<file path="src/sv/box_intersection_over_union_core_assert.svh">
// Assertion macros for the box intersection over union core.
`ifndef BOX_INTERSECTION_OVER_UNION_CORE_ASSERT_SVH
`define BOX_INTERSECTION_OVER_UNION_CORE_ASSERT_SVH

`ifndef SYNTHESIS

// Property that must hold on every clock edge out of reset.
`define BOXIOU_ASSERT(lbl, prop) \
    lbl: assert property (@(posedge clk) disable iff (!rst_n) (prop)) \
        else $error("boxiou assertion failed");

// Antecedent in one cycle implies the consequent in the next.
`define BOXIOU_ASSERT_NEXT(lbl, ante, cons) \
    lbl: assert property (@(posedge clk) disable iff (!rst_n) (ante) |=> (cons)) \
        else $error("boxiou assertion failed");

`else

`define BOXIOU_ASSERT(lbl, prop)
`define BOXIOU_ASSERT_NEXT(lbl, ante, cons)

`endif

`endif

</file>
<file path="src/sv/boxiou_pkg.sv">
// Types and constants shared by the box intersection over union core.
`timescale 1ns / 1ps

package boxiou_pkg;

    // Fraction bits of every normalized box field.
    localparam int FRAC_BITS = 16;

    localparam int EDGE_W = FRAC_BITS + 3;      // doubled edge, signed
    localparam int EXT_W  = FRAC_BITS + 1;      // doubled overlap extent
    localparam int PROD_W = 2 * EXT_W;          // intersection area
    localparam int AREA_W = 2 * FRAC_BITS;      // width * height, unscaled
    localparam int UNI_W  = 2 * FRAC_BITS + 3;  // union area (times four)
    localparam int REM_W  = UNI_W + 1;          // divider partial remainder
    localparam int QUO_W  = FRAC_BITS + 1;      // ratio, 1.0 included

    // Configuration register indexes.
    localparam int CFG_INDEX_W = 1;
    localparam logic [CFG_INDEX_W-1:0] CFG_IMAGE_WIDTH  = 1'b0;
    localparam logic [CFG_INDEX_W-1:0] CFG_IMAGE_HEIGHT = 1'b1;

    localparam int IMAGE_WIDTH_RESET  = 640;
    localparam int IMAGE_HEIGHT_RESET = 480;

    typedef struct packed {
        logic [FRAC_BITS-1:0] first_center_x;
        logic [FRAC_BITS-1:0] first_center_y;
        logic [FRAC_BITS-1:0] first_width;
        logic [FRAC_BITS-1:0] first_height;
        logic [FRAC_BITS-1:0] second_center_x;
        logic [FRAC_BITS-1:0] second_center_y;
        logic [FRAC_BITS-1:0] second_width;
        logic [FRAC_BITS-1:0] second_height;
    } box_pair_t;

    typedef struct packed {
        logic [QUO_W-1:0] overlap_ratio;
        logic             empty_union;
    } iou_result_t;

    // Word handed from cell to cell along the divider chain.
    typedef struct packed {
        logic             empty;
        logic [UNI_W-1:0] den;
        logic [REM_W-1:0] rem;
        logic [QUO_W-1:0] quo;
    } div_word_t;

endpackage

</file>
<file path="src/sv/boxiou_div_cell.sv">
// One restoring division step of the fractional divider chain.
`timescale 1ns / 1ps
`include "box_intersection_over_union_core_assert.svh"

module boxiou_div_cell
(
    input  logic                  clk,
    input  logic                  rst_n,
    input  logic                  up_valid,
    output logic                  up_stall,
    input  boxiou_pkg::div_word_t up_word,
    output logic                  dn_valid,
    input  logic                  dn_stall,
    output boxiou_pkg::div_word_t dn_word
);
    import boxiou_pkg::*;

    logic             valid_reg;
    logic             valid_next;
    div_word_t        word_reg;
    div_word_t        word_next;
    logic             take;
    logic [REM_W-1:0] diff;

    assign up_stall = valid_reg && dn_stall;

    always_comb
    begin
        valid_next = up_stall ? valid_reg : up_valid;
        // Compare, subtract, then shift the remainder for the next cell.
        take = up_word.rem >= {1'b0, up_word.den};
        diff = up_word.rem - (take ? {1'b0, up_word.den} : '0);
        word_next.empty = up_word.empty;
        word_next.den   = up_word.den;
        word_next.rem   = {diff[REM_W-2:0], 1'b0};
        word_next.quo   = {up_word.quo[QUO_W-2:0], take};
    end

    always_ff @(posedge clk or negedge rst_n)
    begin
        if (!rst_n)
            valid_reg <= 1'b0;
        else
            valid_reg <= valid_next;
    end

    always_ff @(posedge clk)
    begin
        if (up_valid && !up_stall)
            word_reg <= word_next;
    end

    assign dn_valid = valid_reg;
    assign dn_word  = word_reg;

    // Remainder stays below the divisor after every step.
    `BOXIOU_ASSERT(a_rem_bound, !valid_reg || word_reg.empty || (word_reg.rem[REM_W-1:1] < word_reg.den))
    // A held word does not move while the next cell stalls.
    `BOXIOU_ASSERT_NEXT(a_hold, valid_reg && dn_stall, valid_reg && $stable(word_reg))
    // A transfer in always lands in this cell.
    `BOXIOU_ASSERT_NEXT(a_take, up_valid && !up_stall, valid_reg)

endmodule

</file>
<file path="config.mk">
export PLATFORM = sky130hd
export DESIGN_NAME = boxiou_div_cell
export DESIGN_NICKNAME = d
export VERILOG_FILES = /design/src/sv/boxiou_pkg.sv /design/src/sv/boxiou_div_cell.sv
export VERILOG_INCLUDE_DIRS = /design/src /design/src/sv
export SDC_FILE = /design/constraint.sdc
export NUM_CORES = 1
export LEC_CHECK = 0
export ABC_AREA = 1
export BUFFER_PORTS_ARGS = -buffer_cell sky130_fd_sc_hd__clkbuf_2
export CELL_PAD_IN_SITES_DETAIL_PLACEMENT = 1
export CELL_PAD_IN_SITES_GLOBAL_PLACEMENT = 1
export CORE_ASPECT_RATIO = 0.6
export CORE_MARGIN = 2
export CORE_UTILIZATION = 35
export DETAILED_ROUTE_END_ITERATION = 12
export PLACE_DENSITY_LB_ADDON = 0.1
export SLEW_MARGIN = 15
export SYNTH_ARGS = -nofsm -noshare
export SYNTH_HDL_FRONTEND = slang
export SYNTH_SLANG_ARGS = --single-unit
</file>
<file path="constraint.sdc">
create_clock -name clk -period 4.5 [get_ports clk]
set_clock_uncertainty 0.05 [all_clocks]
set_input_delay 0 -clock clk [delete_from_list [all_inputs] [get_ports clk]]
set_output_delay 0 -clock clk [all_outputs]
set_load 0.03 [all_outputs]
</file>
* After elaboration in Yosys (flattened, before gate mapping) *
Cells that the tools add are included.

cells by class
  $add $sub $neg = 1
  order comparisons = 1
  muxes and demuxes = 1
  reductions and logical operators = 3

operator list
  cell               count
  $ge 36x35->1       1
  $mux 35            1
  $sub 35x35->35     1
  $logic_and 1x1->1  2
  $logic_not 1->1    1

storage, ports and cells
  flip-flop bits (word level) = 89
  logic and storage cells = 11

* Longest topological paths before layout *
  depth in word-level cells = 3
  gate-level depth with buffers = 27
  depth with buffers taken out = 26

* Worst setup path after synthesis *
OpenSTA, ideal clock, no wires.

  kind = register to register
  start point = reg valid_reg, in the netlist dn_valid
  end point = reg word_reg (netlist bit dn_word[0]), enable pin
  setup time = 0.536 ns
  arrival = 4.458 ns
  required time = 3.914 ns
  path slack = -0.544 ns
  stages on the path, launching flop included = 4
  buffers on the path = 0
  clock period less this slack = 5.044 ns
  path through = dfrtp_1 nand2_1 inv_1 nor2_1

between the ends
  longest elaborated chain between the ends = 3

ends and longest elaborated chain
  item                    line                   RTL
  start, declared         boxiou_div_cell.sv:18  logic valid_reg;
  start signal, assigned  boxiou_div_cell.sv:44  valid_reg <= valid_next;
  $logic_and 1x1->1       boxiou_div_cell.sv:25  assign up_stall = valid_reg && dn_stall;
  net up_stall            boxiou_div_cell.sv:10  output logic up_stall,
  $logic_not 1->1         boxiou_div_cell.sv:49  if (up_valid && !up_stall)
  $logic_and 1x1->1       boxiou_div_cell.sv:49
  end signal, assigned    boxiou_div_cell.sv:50  word_reg <= word_next;
  end, declared           boxiou_div_cell.sv:20  div_word_t word_reg;

The timed path passes the listed nets, and every way through them passes these cells.
A chain may end at the register's enable or synchronous reset.

* Final worst setup path *
  start point = in up_word[70] (netlist name)
  end point = reg word_reg (netlist bit dn_word[50]) (data pin)

between the ends
  longest elaborated chain between the ends = 3

ends and longest elaborated chain
  item              line                   RTL
  start, declared   boxiou_div_cell.sv:11  input boxiou_pkg::div_word_t up_word,
  $ge 36x35->1      boxiou_div_cell.sv:31  take = up_word.rem >= {1'b0, up_word.den};
  $mux 35 *         boxiou_div_cell.sv:32  diff = up_word.rem - (take ? {1'b0, up_word.den} : '0);
  $sub 35x35->35 *  boxiou_div_cell.sv:32
  net diff[32]      boxiou_div_cell.sv:23  logic [REM_W-1:0] diff;

Mark *: on every way through the listed nets, which the timed path passes. The rest lies on a longest branch.

==> impl_metrics.csv <==
group,metric,value,unit
sta,finalWorstPathRequiredPeriod,4.302,ns
placed_design,place_worst_setup_slack,0.4728,ns
pwr,power.share.clock,27.1,%
die,ios,184,
routing,wirelength_per_cell,17.20,um
clock_tree,cts.path.max_buffers,2,
sta,unrepaired_setup_endpoints_after_global_routing,"no",
layout,mostFrequentLayoutCell,"sky130_fd_sc_hd__clkbuf_2",
pwr,p_sw,956.0,uW
clock_tree,htree_levels,3,
status,run_status,"finished clean",
synth,top_cells_by_area_in_the_synthesized_netlist,"sky130_fd_sc_hd__edfxtp_1 (44%), sky130_fd_sc_hd__ha_1 (14%), sky130_fd_sc_hd__nand2_1 (10%), sky130_fd_sc_hd__inv_1 (5.6%), sky130_fd_sc_hd__a21oi_1 (4.3%)",
grt,grt_first_pass_wirelength,31.50,mm
sta,fmaxAchievable,0.2325,GHz
setup_path,cp.required,4.54,ns
sta,final-max-slew-violation-count,0,
setup_path,cp.arrival,4.34,ns
die,initial_core_util,35.55,%
sta,maxSlewHeadroom,59.17,%
setup_path,slowest_stage,"sky130_fd_sc_hd__dlygate4sd3_1",
sta,worst_slack,0.1981,ns
layout,final_design_instance_area_without_fill,8132,sq um
setup_path,setup.worst_path.end_class,"flip-flop",
synth,post_synth_mux_area_share,0,%
die,die_area,18450,sq um
sta,final_setup_viols,0,
synth,post_synth_xor_area_fraction,3.750,%
routing,finalWirelength,20.18,mm
pwr,max-vdd-ir-drop,0.0001594,V
synth,synthesis.area_per_instance,8.877,sq um
clock_tree,clock_sinks,89,
routing,postRouteAntennaNets,0,
clock_tree,cell_at_the_root_of_the_clock_tree,"sky130_fd_sc_hd__clkbuf_16",
synth,synth_compound_area_share,10.41,%
synth,synthesis.nets,847,
grt,first_global_vias,5978,
die,fp.dieH,106.0,um
setup_path,critPathMostFrequentCell,"sky130_fd_sc_hd__nand2_1",
clock_tree,cts.reportedPaths.clkPinSlew,0.07,ns
setup_path,cpPeakStageDelay,0.53,ns
sta,period_share,95.60,%
die,placeableCoreArea,17080,sq um
routing,drt_iter0_drc,271,
setup_path,crit_path_cell_trace,"dlygate4sd3_1 -> clkbuf_2 -> inv_1 -> ha_1 -> nand2_1 -> nor2_1 -> inv_1 -> nor3_4 -> nand2_1 -> nand2_1 -> nand2_1 -> nand3_2 -> buf_4 -> buf_4 -> nand2_1 -> ha_1 -> inv_1 -> o21bai_1 -> nor2_1 -> o21ai_0 -> a21oi_1 -> nand2_1 -> xor2_1",
synth,synth_cells,684,
synth,count_of_synthesis_stage_warnings_from_yosys,0,
pwr,switching_power_share_of_the_total,36.22,%
layout,final_cell_mix,"sky130_fd_sc_hd__clkbuf_2 (181), sky130_fd_sc_hd__nand2_1 (163), sky130_fd_sc_hd__inv_1 (91)",
setup_path,worst_setup_path_start_kind,"primary input",
placed_design,postPlaceCellArea,7282,sq um
pwr,power_density,324.6,nW/um^2
synth,yosysSeqAreaShare,43.93,%
placed_design,post-dp-hpwl,16.42,mm
die,dieWidth,174.0,um
synth,synthDistinctLibCells,40,
routing,routed-via-count,5687,
placed_design,place.gp.congestion,0.8836,
setup_path,critical_path.max_fanout,21,
clock_tree,worstSkewPairLatency,0.34,ns
grt,number_of_antenna_violations_at_the_first_check_in_global_routing,0,
clock_tree,cts_tree,"yes",
flow_run,drv.max_cap_violation_count,0,
grt,globalRouteOverflowTotal,0,
grt,gr-usage-all-layers,22.35,%
placed_design,port_buffers,181,
pwr,p_int,1684,uW
clock_tree,cts_post_setup_buffers_inserted,0,
layout,drive_gt1_share,26.20,%
layout,post_layout_nets,1097,
synth,synth_top_family_by_area,"simple AND/OR/NAND/NOR gates",
die,row_count,37,
sta,finalHoldViolCount,0,
routing,average_vias_per_placed_instance,4.848,
layout,multiInputGateArea,3028,sq um
synth,synthAdderAreaFrac,14.55,%
layout,fillers,2085,
setup_path,worst-path-buf-inv,7,
setup_path,worstSetupPathType,"in2reg",
routing,detailedRoute.firstPassIterationCount,4,
layout,finalCoreUtilization,47.60,%
synth,ys_ff_latch,89,
synth,synthesis.area,6072,sq um
layout,antenna-diode-count,0,
routing,drc_violations,0,
sta,worst_pin_slew,0.6125,ns
synth,synth_top_area_cell,"sky130_fd_sc_hd__edfxtp_1",
clock_tree,cts_made_buffers,9,
synth,synth_simple_gate_area_share,20.87,%
layout,syn2layout_area_growth,33.92,%
pwr,design_power,2640,uW
pwr,share_comb_of_total_power,33.7,%
min_path,type_of_the_tightest_min_delay_check,"in2reg",
setup_path,critical_path.top_delay_family,"buffers and inverters",
pwr,total_leakage_power,0.003809,uW
layout,ff_latch_area,2668,sq um
pwr,seq_power_share,39.2,%
grt,grt_max_degree,49,
synth,post-synth-top-area-fraction,43.52,%
sta,setup_tns,0,ns
-- area by class of cell --
cell class,instances,area share (%)
inverters,93,4.293
multi-input cells,497,37.24
clock inverters,6,0.5385
clock buffers,10,2.816
repair buffers,244,18.71
flip-flops and latches,89,32.81
well taps,234,3.601
-- timing repair --
item / CTS / global route
gates resized for setup: 0 / 1
hold endpoints to repair: 55 / 0
setup endpoints to repair: 0 / 4
hold buffers: 57 / 0
-- power by group through the flow --
stage          logic [uW]  registers, uW  clock network (uW)
2_1_floorplan         418           1190                   0
3_3_place_gp          830           1050                   0
3_5_place_dp          845           1050                   0
4_1_cts               889           1040                 742
5_1_grt               979           1040                 760
6_report              890           1030                 715
-- cells in the mapped netlist --
master                        n
sky130_fd_sc_hd__inv_2        2
sky130_fd_sc_hd__buf_6        1
sky130_fd_sc_hd__a21oi_1     52
sky130_fd_sc_hd__nor3_2       2
sky130_fd_sc_hd__xor2_1      16
sky130_fd_sc_hd__a21o_1       5
sky130_fd_sc_hd__o21bai_1     3
sky130_fd_sc_hd__nor2_1      59
sky130_fd_sc_hd__a21boi_1     1
sky130_fd_sc_hd__nor2_2      12
sky130_fd_sc_hd__nand2_1    163
sky130_fd_sc_hd__o211ai_1     1
sky130_fd_sc_hd__and3_2       1
sky130_fd_sc_hd__a21boi_0     2
sky130_fd_sc_hd__o2111ai_1    1
sky130_fd_sc_hd__o21ai_0     21
sky130_fd_sc_hd__o21a_1       3
sky130_fd_sc_hd__dfrtp_1      1
sky130_fd_sc_hd__o21ai_1      6
sky130_fd_sc_hd__nand2_2      8
sky130_fd_sc_hd__o21ai_2      4
sky130_fd_sc_hd__nand4_2      1
sky130_fd_sc_hd__buf_4        4
sky130_fd_sc_hd__nor2_4       1
sky130_fd_sc_hd__fa_1         1
sky130_fd_sc_hd__or2_1        1
sky130_fd_sc_hd__nor3_1       4
sky130_fd_sc_hd__nand4_1      7
sky130_fd_sc_hd__nand3_2      4
sky130_fd_sc_hd__conb_1       1
sky130_fd_sc_hd__a21oi_2      6
sky130_fd_sc_hd__edfxtp_1    88
sky130_fd_sc_hd__ha_1        69
sky130_fd_sc_hd__inv_1       91
sky130_fd_sc_hd__nand3_1     26
sky130_fd_sc_hd__nand2_4      1
sky130_fd_sc_hd__nor4_1       1
sky130_fd_sc_hd__a21o_2       1
sky130_fd_sc_hd__a31oi_1      3
sky130_fd_sc_hd__xnor2_1     10
-- flip-flops by register name, indices dropped and copies added, names as in the netlist --
signal,cells
dn_word,88
dn_valid,1
-- through the flow --
stage          instances  hold slack, ns
6_report            1173         0.01133
5_1_grt             1173         0.02963
4_1_cts             1173        0.005563
3_5_place_dp        1100         -0.2738
3_3_place_gp        1100         -0.2747
2_1_floorplan        684         -0.3456
-- final timing paths --
| check | depth (start not counted) | to | startpoint | slack, ns |
|---|---|---|---|---|
| worst min-delay path | 2 | dn_word[19]$_DFFE_PP_ | up_word[18] | 0.01 |
| worst max register to register | 4 | dn_word[67]$_DFFE_PP_ | dn_valid$_DFFE_PN0N_ | 2.91 |
| worst max-delay path | 23 | dn_word[50]$_DFFE_PP_ | up_word[70] | 0.20 |
| worst min register to register | 3 | dn_valid$_DFFE_PN0N_ | dn_valid$_DFFE_PN0N_ | 0.99 |
| max in group asynchronous | 3 | dn_valid$_DFFE_PN0N_ | rst_n | 3.82 |
| min in group asynchronous | 3 | dn_valid$_DFFE_PN0N_ | rst_n | 0.48 |
-- metal layers --
layer  global-route usage, %  vias to the layer above  part of all wire (%)
li1                        -                     2804                     -
met1                   33.86                     2733                    53
met2                   33.24                      132                    41
met3                   3.898                       18                   4.7
met4                   4.562                        0                   1.0
met5                       0                        -                     0
-- kinds of logic after synthesis --
group	count (synthesis)
buf+inv	98
compound gates	109
simple gates	291
other cells	1
fa+ha+maj	70
flops	89
xor+xnor	26
Note: power is estimated with default switching activity, not from simulation.
