--- config.mk ---
export PLATFORM = sky130hd
export DESIGN_NAME = boxiou_front
export DESIGN_NICKNAME = d
export VERILOG_FILES = /design/src/sv/box_intersection_over_union_core_assert.svh /design/src/sv/boxiou_pkg.sv /design/src/sv/boxiou_front.sv
export SDC_FILE = /design/constraint.sdc
export NUM_CORES = 2
export LEC_CHECK = 0
export ABC_AREA = 1
export ABC_CLOCK_PERIOD_IN_PS = 11200
export BUFFER_PORTS_ARGS = -buffer_cell sky130_fd_sc_hd__buf_2
export CORE_MARGIN = 5
export CORE_UTILIZATION = 62
export DETAILED_ROUTE_END_ITERATION = 8
export PLACE_DENSITY = 0.8
export SYNTH_ARGS = -nofsm -noshare
export SYNTH_HDL_FRONTEND = slang
export SYNTH_SLANG_ARGS = --single-unit
--- constraint.sdc ---
create_clock -name clk -period 11.2 [get_ports clk]
set_input_delay 1.12 -clock clk [delete_from_list [all_inputs] [get_ports clk]]
set_output_delay 1.12 -clock clk [all_outputs]
set_load 0.01 [all_outputs]
--- src/sv/box_intersection_over_union_core_assert.svh ---
// Assertion macros for the box intersection over union core.
`ifndef BOX_INTERSECTION_OVER_UNION_CORE_ASSERT_SVH
`define BOX_INTERSECTION_OVER_UNION_CORE_ASSERT_SVH

`ifndef SYNTHESIS

// Property that must hold on every clock edge out of reset.
`define BOXIOU_ASSERT(lbl, prop) \
    lbl: assert property (@(posedge clk) disable iff (!rst_n) (prop)) \
        else $error("boxiou assertion failed");

// Antecedent in one cycle implies the consequent in the next.
`define BOXIOU_ASSERT_NEXT(lbl, ante, cons) \
    lbl: assert property (@(posedge clk) disable iff (!rst_n) (ante) |=> (cons)) \
        else $error("boxiou assertion failed");

`else

`define BOXIOU_ASSERT(lbl, prop)
`define BOXIOU_ASSERT_NEXT(lbl, ante, cons)

`endif

`endif

--- src/sv/boxiou_pkg.sv ---
// Types and constants shared by the box intersection over union core.
`timescale 1ns / 1ps

package boxiou_pkg;

    // Fraction bits of every normalized box field.
    localparam int FRAC_BITS = 16;

    localparam int EDGE_W = FRAC_BITS + 3;      // doubled edge, signed
    localparam int EXT_W  = FRAC_BITS + 1;      // doubled overlap extent
    localparam int PROD_W = 2 * EXT_W;          // intersection area
    localparam int AREA_W = 2 * FRAC_BITS;      // width * height, unscaled
    localparam int UNI_W  = 2 * FRAC_BITS + 3;  // union area (times four)
    localparam int REM_W  = UNI_W + 1;          // divider partial remainder
    localparam int QUO_W  = FRAC_BITS + 1;      // ratio, 1.0 included

    // Configuration register indexes.
    localparam int CFG_INDEX_W = 1;
    localparam logic [CFG_INDEX_W-1:0] CFG_IMAGE_WIDTH  = 1'b0;
    localparam logic [CFG_INDEX_W-1:0] CFG_IMAGE_HEIGHT = 1'b1;

    localparam int IMAGE_WIDTH_RESET  = 640;
    localparam int IMAGE_HEIGHT_RESET = 480;

    typedef struct packed {
        logic [FRAC_BITS-1:0] first_center_x;
        logic [FRAC_BITS-1:0] first_center_y;
        logic [FRAC_BITS-1:0] first_width;
        logic [FRAC_BITS-1:0] first_height;
        logic [FRAC_BITS-1:0] second_center_x;
        logic [FRAC_BITS-1:0] second_center_y;
        logic [FRAC_BITS-1:0] second_width;
        logic [FRAC_BITS-1:0] second_height;
    } box_pair_t;

    typedef struct packed {
        logic [QUO_W-1:0] overlap_ratio;
        logic             empty_union;
    } iou_result_t;

    // Word handed from cell to cell along the divider chain.
    typedef struct packed {
        logic             empty;
        logic [UNI_W-1:0] den;
        logic [REM_W-1:0] rem;
        logic [QUO_W-1:0] quo;
    } div_word_t;

endpackage

--- src/sv/boxiou_front.sv ---
// Front pipeline: box edges, overlap extents, areas and union.
`timescale 1ns / 1ps

module boxiou_front
(
    input  logic                  clk,
    input  logic                  rst_n,
    input  logic                  dims_zero,
    input  logic                  box_valid,
    output logic                  box_stall,
    input  boxiou_pkg::box_pair_t boxes,
    output logic                  dn_valid,
    input  logic                  dn_stall,
    output boxiou_pkg::div_word_t dn_word
);
    import boxiou_pkg::*;

    // Doubled overlap extent on one axis, clamped at zero.
    function automatic logic [EXT_W-1:0] extent(
        input logic signed [EDGE_W-1:0] a_lo,
        input logic signed [EDGE_W-1:0] a_hi,
        input logic signed [EDGE_W-1:0] b_lo,
        input logic signed [EDGE_W-1:0] b_hi
    );
        logic signed [EDGE_W-1:0] hi_min;
        logic signed [EDGE_W-1:0] lo_max;
        logic [EDGE_W:0]          d;
        hi_min = (a_hi < b_hi) ? a_hi : b_hi;
        lo_max = (a_lo > b_lo) ? a_lo : b_lo;
        d = {hi_min[EDGE_W-1], hi_min} - {lo_max[EDGE_W-1], lo_max};
        extent = d[EDGE_W] ? '0 : d[EXT_W-1:0];
    endfunction

    // Stage 1: doubled edges
    logic                     s1_valid_reg;
    logic                     s1_stall;
    logic signed [EDGE_W-1:0] s1_ax_lo_reg, s1_ax_hi_reg, s1_bx_lo_reg, s1_bx_hi_reg;
    logic signed [EDGE_W-1:0] s1_ay_lo_reg, s1_ay_hi_reg, s1_by_lo_reg, s1_by_hi_reg;
    logic [FRAC_BITS-1:0]     s1_aw_reg, s1_ah_reg, s1_bw_reg, s1_bh_reg;

    // Stage 2: overlap extents
    logic                 s2_valid_reg;
    logic                 s2_stall;
    logic [EXT_W-1:0]     s2_iw_reg, s2_ih_reg;
    logic [FRAC_BITS-1:0] s2_aw_reg, s2_ah_reg, s2_bw_reg, s2_bh_reg;

    // Stage 3: products
    logic              s3_valid_reg;
    logic              s3_stall;
    logic [PROD_W-1:0] s3_inter_reg;
    logic [AREA_W-1:0] s3_area_a_reg, s3_area_b_reg;

    // Stage 4: union, first divider word
    logic              s4_valid_reg;
    logic              s4_stall;
    div_word_t         s4_word_reg;
    div_word_t         s4_word_next;
    logic [UNI_W-1:0]  uni_next;

    assign s4_stall  = s4_valid_reg && dn_stall;
    assign s3_stall  = s3_valid_reg && s4_stall;
    assign s2_stall  = s2_valid_reg && s3_stall;
    assign s1_stall  = s1_valid_reg && s2_stall;
    assign box_stall = s1_stall;

    always_comb
    begin
        uni_next = UNI_W'({s3_area_a_reg, 2'b00}) + UNI_W'({s3_area_b_reg, 2'b00})
                 - UNI_W'(s3_inter_reg);
        s4_word_next.den   = uni_next;
        s4_word_next.rem   = REM_W'(s3_inter_reg);
        s4_word_next.quo   = '0;
        s4_word_next.empty = (uni_next == '0) || dims_zero;
    end

    always_ff @(posedge clk or negedge rst_n)
    begin
        if (!rst_n)
        begin
            s1_valid_reg <= 1'b0;
            s2_valid_reg <= 1'b0;
            s3_valid_reg <= 1'b0;
            s4_valid_reg <= 1'b0;
        end
        else
        begin
            if (!s1_stall)
                s1_valid_reg <= box_valid;
            if (!s2_stall)
                s2_valid_reg <= s1_valid_reg;
            if (!s3_stall)
                s3_valid_reg <= s2_valid_reg;
            if (!s4_stall)
                s4_valid_reg <= s3_valid_reg;
        end
    end

    always_ff @(posedge clk)
    begin
        if (box_valid && !s1_stall)
        begin
            s1_ax_lo_reg <= $signed({2'b00, boxes.first_center_x, 1'b0})
                          - $signed({3'b000, boxes.first_width});
            s1_ax_hi_reg <= $signed({2'b00, boxes.first_center_x, 1'b0})
                          + $signed({3'b000, boxes.first_width});
            s1_bx_lo_reg <= $signed({2'b00, boxes.second_center_x, 1'b0})
                          - $signed({3'b000, boxes.second_width});
            s1_bx_hi_reg <= $signed({2'b00, boxes.second_center_x, 1'b0})
                          + $signed({3'b000, boxes.second_width});
            s1_ay_lo_reg <= $signed({2'b00, boxes.first_center_y, 1'b0})
                          - $signed({3'b000, boxes.first_height});
            s1_ay_hi_reg <= $signed({2'b00, boxes.first_center_y, 1'b0})
                          + $signed({3'b000, boxes.first_height});
            s1_by_lo_reg <= $signed({2'b00, boxes.second_center_y, 1'b0})
                          - $signed({3'b000, boxes.second_height});
            s1_by_hi_reg <= $signed({2'b00, boxes.second_center_y, 1'b0})
                          + $signed({3'b000, boxes.second_height});
            s1_aw_reg <= boxes.first_width;
            s1_ah_reg <= boxes.first_height;
            s1_bw_reg <= boxes.second_width;
            s1_bh_reg <= boxes.second_height;
        end
        if (s1_valid_reg && !s2_stall)
        begin
            s2_iw_reg <= extent(s1_ax_lo_reg, s1_ax_hi_reg, s1_bx_lo_reg, s1_bx_hi_reg);
            s2_ih_reg <= extent(s1_ay_lo_reg, s1_ay_hi_reg, s1_by_lo_reg, s1_by_hi_reg);
            s2_aw_reg <= s1_aw_reg;
            s2_ah_reg <= s1_ah_reg;
            s2_bw_reg <= s1_bw_reg;
            s2_bh_reg <= s1_bh_reg;
        end
        if (s2_valid_reg && !s3_stall)
        begin
            s3_inter_reg  <= s2_iw_reg * s2_ih_reg;
            s3_area_a_reg <= s2_aw_reg * s2_ah_reg;
            s3_area_b_reg <= s2_bw_reg * s2_bh_reg;
        end
        if (s3_valid_reg && !s4_stall)
            s4_word_reg <= s4_word_next;
    end

    assign dn_valid = s4_valid_reg;
    assign dn_word  = s4_word_reg;

endmodule

# Yosys cells after proc, flatten, opt, wreduce, memory -nomap -nowiden

Cells that the tools add are included.

Memories kept: 0
Memory bits (read-only): 0
Register bits after elaboration: 486
Input port bits: 133
Output and inout bits: 91
Word-level logic and storage cells: 65
Latch bits: 0
RAM bits: 0

Add/sub/neg operators: 12
Shifts and indexed selects: 0
Reductions and logical operators: 14
Mux-type cells: 4
Order comparisons: 4
Bitwise gates (word level): 0
$mul: 3
Div/mod/pow operators: 0
Equality and inequality tests: 0

Operators with widths:

| operator          | number |
|---|---|
| $mux 19           | 4 |
| $add 17x16->18    | 4 |
| $sub 17x16->18    | 4 |
| $mul 16x16->32    | 2 |
| $sub 19x19->20    | 2 |
| $gt 19x19->1      | 2 |
| $lt 19x19->1      | 2 |
| $add 34x34->35    | 1 |
| $logic_not 35->1  | 1 |
| $sub 35x34->35    | 1 |
| $mul 17x17->34    | 1 |
| $logic_and 1x1->1 | 8 |
| $logic_not 1->1   | 4 |
| $logic_or 1x1->1  | 1 |

# Depth between registers and ports, before layout

Word-level depth: 6
Depth in mapped cells: 31
Mapped depth without buffers: 29

# Worst setup path before layout

Ideal clock, no wire load.

Kind: input to register
Start: in dn_stall
End: reg s1_ah_reg[10] (enable)
Cell stages on the path: 7
Slack: 655 ps
Buffers on the path: 0
Arrival time: 9782 ps
Library setup time: 763 ps
Required time: 10437 ps
Path through: nand2_1 -> nor2_1 -> inv_1 -> nor2_1 -> inv_1 -> nor2_1 -> nor2_1

Word-level cells in the longest chain between the ends: 6

Ends and longest elaborated chain:

| item                 | RTL line            | text |
|---|---|---|
| from (decl)          | boxiou_front.sv:13  | `input logic dn_stall,` |
| $logic_and 1x1->1    | boxiou_front.sv:60  | `assign s4_stall = s4_valid_reg && dn_stall;` |
| $logic_and 1x1->1    | boxiou_front.sv:61  | `assign s3_stall = s3_valid_reg && s4_stall;` |
| $logic_and 1x1->1    | boxiou_front.sv:62  | `assign s2_stall = s2_valid_reg && s3_stall;` |
| $logic_and 1x1->1    | boxiou_front.sv:63  | `assign s1_stall = s1_valid_reg && s2_stall;` |
| named net box_stall  | boxiou_front.sv:10  | `output logic box_stall,` |
| $logic_not 1->1      | boxiou_front.sv:100 | `if (box_valid && !s1_stall)` |
| $logic_and 1x1->1    | boxiou_front.sv:100 |  |
| to (signal assigned) | boxiou_front.sv:119 | `s1_ah_reg <= boxes.first_height;` |
| to (decl)            | boxiou_front.sv:39  | `logic [FRAC_BITS-1:0] s1_aw_reg, s1_ah_reg, s1_bw_reg, s1_bh_reg;` |

The timed path passes the listed nets, and every way through them passes these cells.
A chain may end at the register's enable or synchronous reset.

# Final worst setup path

Start: reg s2_ih_reg[3]
End: reg s3_inter_reg[23] (data pin)

Word-level cells in the longest chain between the ends: 1

Ends and longest elaborated chain:

| item                   | RTL line            | text |
|---|---|---|
| from (decl)            | boxiou_front.sv:44  | `logic [EXT_W-1:0] s2_iw_reg, s2_ih_reg;` |
| from (signal assigned) | boxiou_front.sv:126 | `s2_ih_reg <= extent(s1_ay_lo_reg, s1_ay_hi_reg, s1_by_lo_reg, s1_by_hi_reg);` |
| $mul 17x17->34         | boxiou_front.sv:134 | `s3_inter_reg <= s2_iw_reg * s2_ih_reg;` |
| to (signal assigned)   | boxiou_front.sv:134 |  |
| to (decl)              | boxiou_front.sv:50  | `logic [PROD_W-1:0] s3_inter_reg;` |

No other way between the ends.

==> impl_metrics.ini <==
[status]
status = completed

[routing]
drt_iter0_markers = 3657
via_per_inst = 5.44
dr.pass1.iters = 7
vias = 42340
wl_per_cell_um = 18.2
antenna_left = 0
routed_wl_mm = 142
drc = 0

[synthesis]
synthTopCellsByCount = inv_1 (1708), nand2_1 (1526), fa_1 (654)
seq_area_frac_synth = 0.254
synth_edf_count = 465
synth_top_area_frac = 0.252
yosysMostFrequentCell = inv_1
avgSynthCellArea_um2 = 8.45
ys_seq_elements = 469
yosys.area.top_type = edfxtp_1
synth_area_um2 = 55400
yosysUniqueCellTypes = 50
ys_warn_count = 0
synthCells = 6560
ys.flop_type = edfxtp_1
synth.area.top_cells = edfxtp_1 (25%), fa_1 (24%), ha_1 (13%)
async_flop_share = 0.00853

[grt]
grt_pass1_vias = 43456
gr-total-overflow = 0
grt_pass1_wl_mm = 229
grt.total_usage = 0.303
antenna_found_initial = 3
grt_max_degree = 74

[clocking]
cts_buffer_depth = 3
ctsHtreeMaxLevel = 2
cts_setup_buffers = 0
postCtsHoldBufs = 0
cts_root_buf = clkbuf_16
cts_buffers = 52
cts.clk_slew.worst_paths_ns = 0.06
tritoncts = done
clock_latency_ns = 0.65
cts-resized-gates = 0
cts_sinks = 469

[cells_and_area]
final_util = 0.663
nets = 7940
drive_gt1_frac = 0.0509
syn_to_final_growth_pct = 5.91
largest_register_ffs = 69

[timing]
finalCritPeriodShare = 0.553
rsz0062_at_grt = false
finalSetupViolCount = 0
setup_tns_ns = 0
clock.fmax_ghz = 0.161
worst_pin_slew_ns = 1.25
max_slew_margin = 0.166
final.min_clock_period_ns = 6.20
hold_viol = 0
final.setup_skew_ns = 0.0373
finalMaxSlewViolations = 0

[setup_path]
critical_path.max_fanout = 17
reg2reg_slack_ns = 5.00
reg2reg_to = s3_inter_reg[23]
timing.rr.start = s2_ih_reg[3]
r2r_cells = 20
crit_required_ns = 11.56
path_class = reg -> reg
critPathLaunchType = flip-flop
critPathArrivalTime_ns = 6.56
cp-end-kind = flip-flop

[place]
portBuffers = 204
dp_hpwl_mm = 116
place_congestion = 0.984

[floorplan]
die_y_um = 309
die_x_um = 309
dieArea_um2 = 95500
num_io_pins = 224
fp.coreArea_um2 = 88500
start_util = 0.626
rows = 109

[hold_path]
min_path_type = in -> async

[run]
drv_cap = 0
[through the flow]
stage	setup slack [ns]	instance area (µm²)	hold slack (ns)	cells
3_3_place_gp	5.11	57000	0.401	7691
3_5_place_dp	5.09	57000	0.405	7691
4_1_cts	5.06	58700	0.225	7784
6_report	5.00	58700	0.258	7785
2_1_floorplan	0.655	55500	0.400	6578
5_1_grt	4.72	58700	0.241	7784
[metal layers]
| metal | global-route usage | vias to the layer above | routed length (µm) |
|---|---|---|---|
| met1 | 0.386 | 20237 | 55100 |
| met2 | 0.508 | 1927 | 67200 |
| li1 | - | 19799 | - |
| met5 | 0 | - | 13 |
| met4 | 0.134 | 2 | 7430 |
| met3 | 0.0616 | 375 | 12300 |
[cells by family after synthesis]
group / share of synthesized area
AND/OR/NAND/NOR: 0.145
flip-flops: 0.254
AO/OA/AOI/OAI: 0.0624
XOR/XNOR: 0.0374
adder cells (fa/ha/maj): 0.365
other: 0.0000676
buffers and inverters: 0.136
[worst max-delay path by stage]
stage	from	endpoint	slack (ns)	cells after the start
2_1_floorplan	dn_stall	s1_ah_reg[10]	0.66	7
3_3_place_gp	s2_bw_reg[7]	s3_area_b_reg[24]	5.11	20
3_5_place_dp	s2_bw_reg[7]	s3_area_b_reg[24]	5.09	20
4_1_cts	s2_bw_reg[7]	s3_area_b_reg[24]	5.06	20
5_1_grt	s2_iw_reg[7]	s3_inter_reg[29]	4.72	21
6_report	s2_ih_reg[3]	s3_inter_reg[23]	5.00	20
[cell usage in the layout (no fill, tap or decap), types with 8 or more instances in the layout]
cell          n
clkbuf_1      9
fa_1        654
buf_4         9
conb_1       19
nand2_2      13
nand4_1      37
nand3_1     115
a21oi_1     333
clkbuf_16    52
nand3b_1     13
o21ai_0     141
clkinv_1     11
nor3_1       29
inv_1      1707
inv_2        17
a211oi_1      8
a21boi_1      9
nor4_1       10
o21a_1       11
o21bai_1     18
o21ai_1      19
edfxtp_1    465
a21o_1       25
nor2_1      253
xnor2_1      51
nand2_1    1526
xor2_1      186
a31oi_1      13
ha_1        573
o31ai_1      13
buf_2       204
[area by class of cell]
cell class                 count  area [µm²]
clock buffer                  61        1340
timing repair buffer         213        1090
antenna                        1        2.50
inverter                    1726        6480
tap                         1165        1460
fill                        7078       29800
multi-input combinational   4118       33900
sequential                   469       14100
clock inverter                32         384
[worst max-delay path, stage by stage, from the launching register on]
cell	delay, ns
edfxtp_1	0.83
nand2_1	0.18
fa_1	0.53
fa_1	0.59
fa_1	0.46
fa_1	0.55
inv_1	0.05
fa_1	0.47
inv_1	0.05
fa_1	0.48
inv_1	0.04
ha_1	0.33
nand2_1	0.09
nand2_1	0.09
a21oi_1	0.14
nand2_1	0.07
a31oi_1	0.39
o21ai_0	0.21
nand2_1	0.14
nand2_1	0.08
xor2_1	0.15
Power is left out: the tool's default activity adds up to more than one toggle a clock period on the data nets, which glitch-free logic cannot reach.
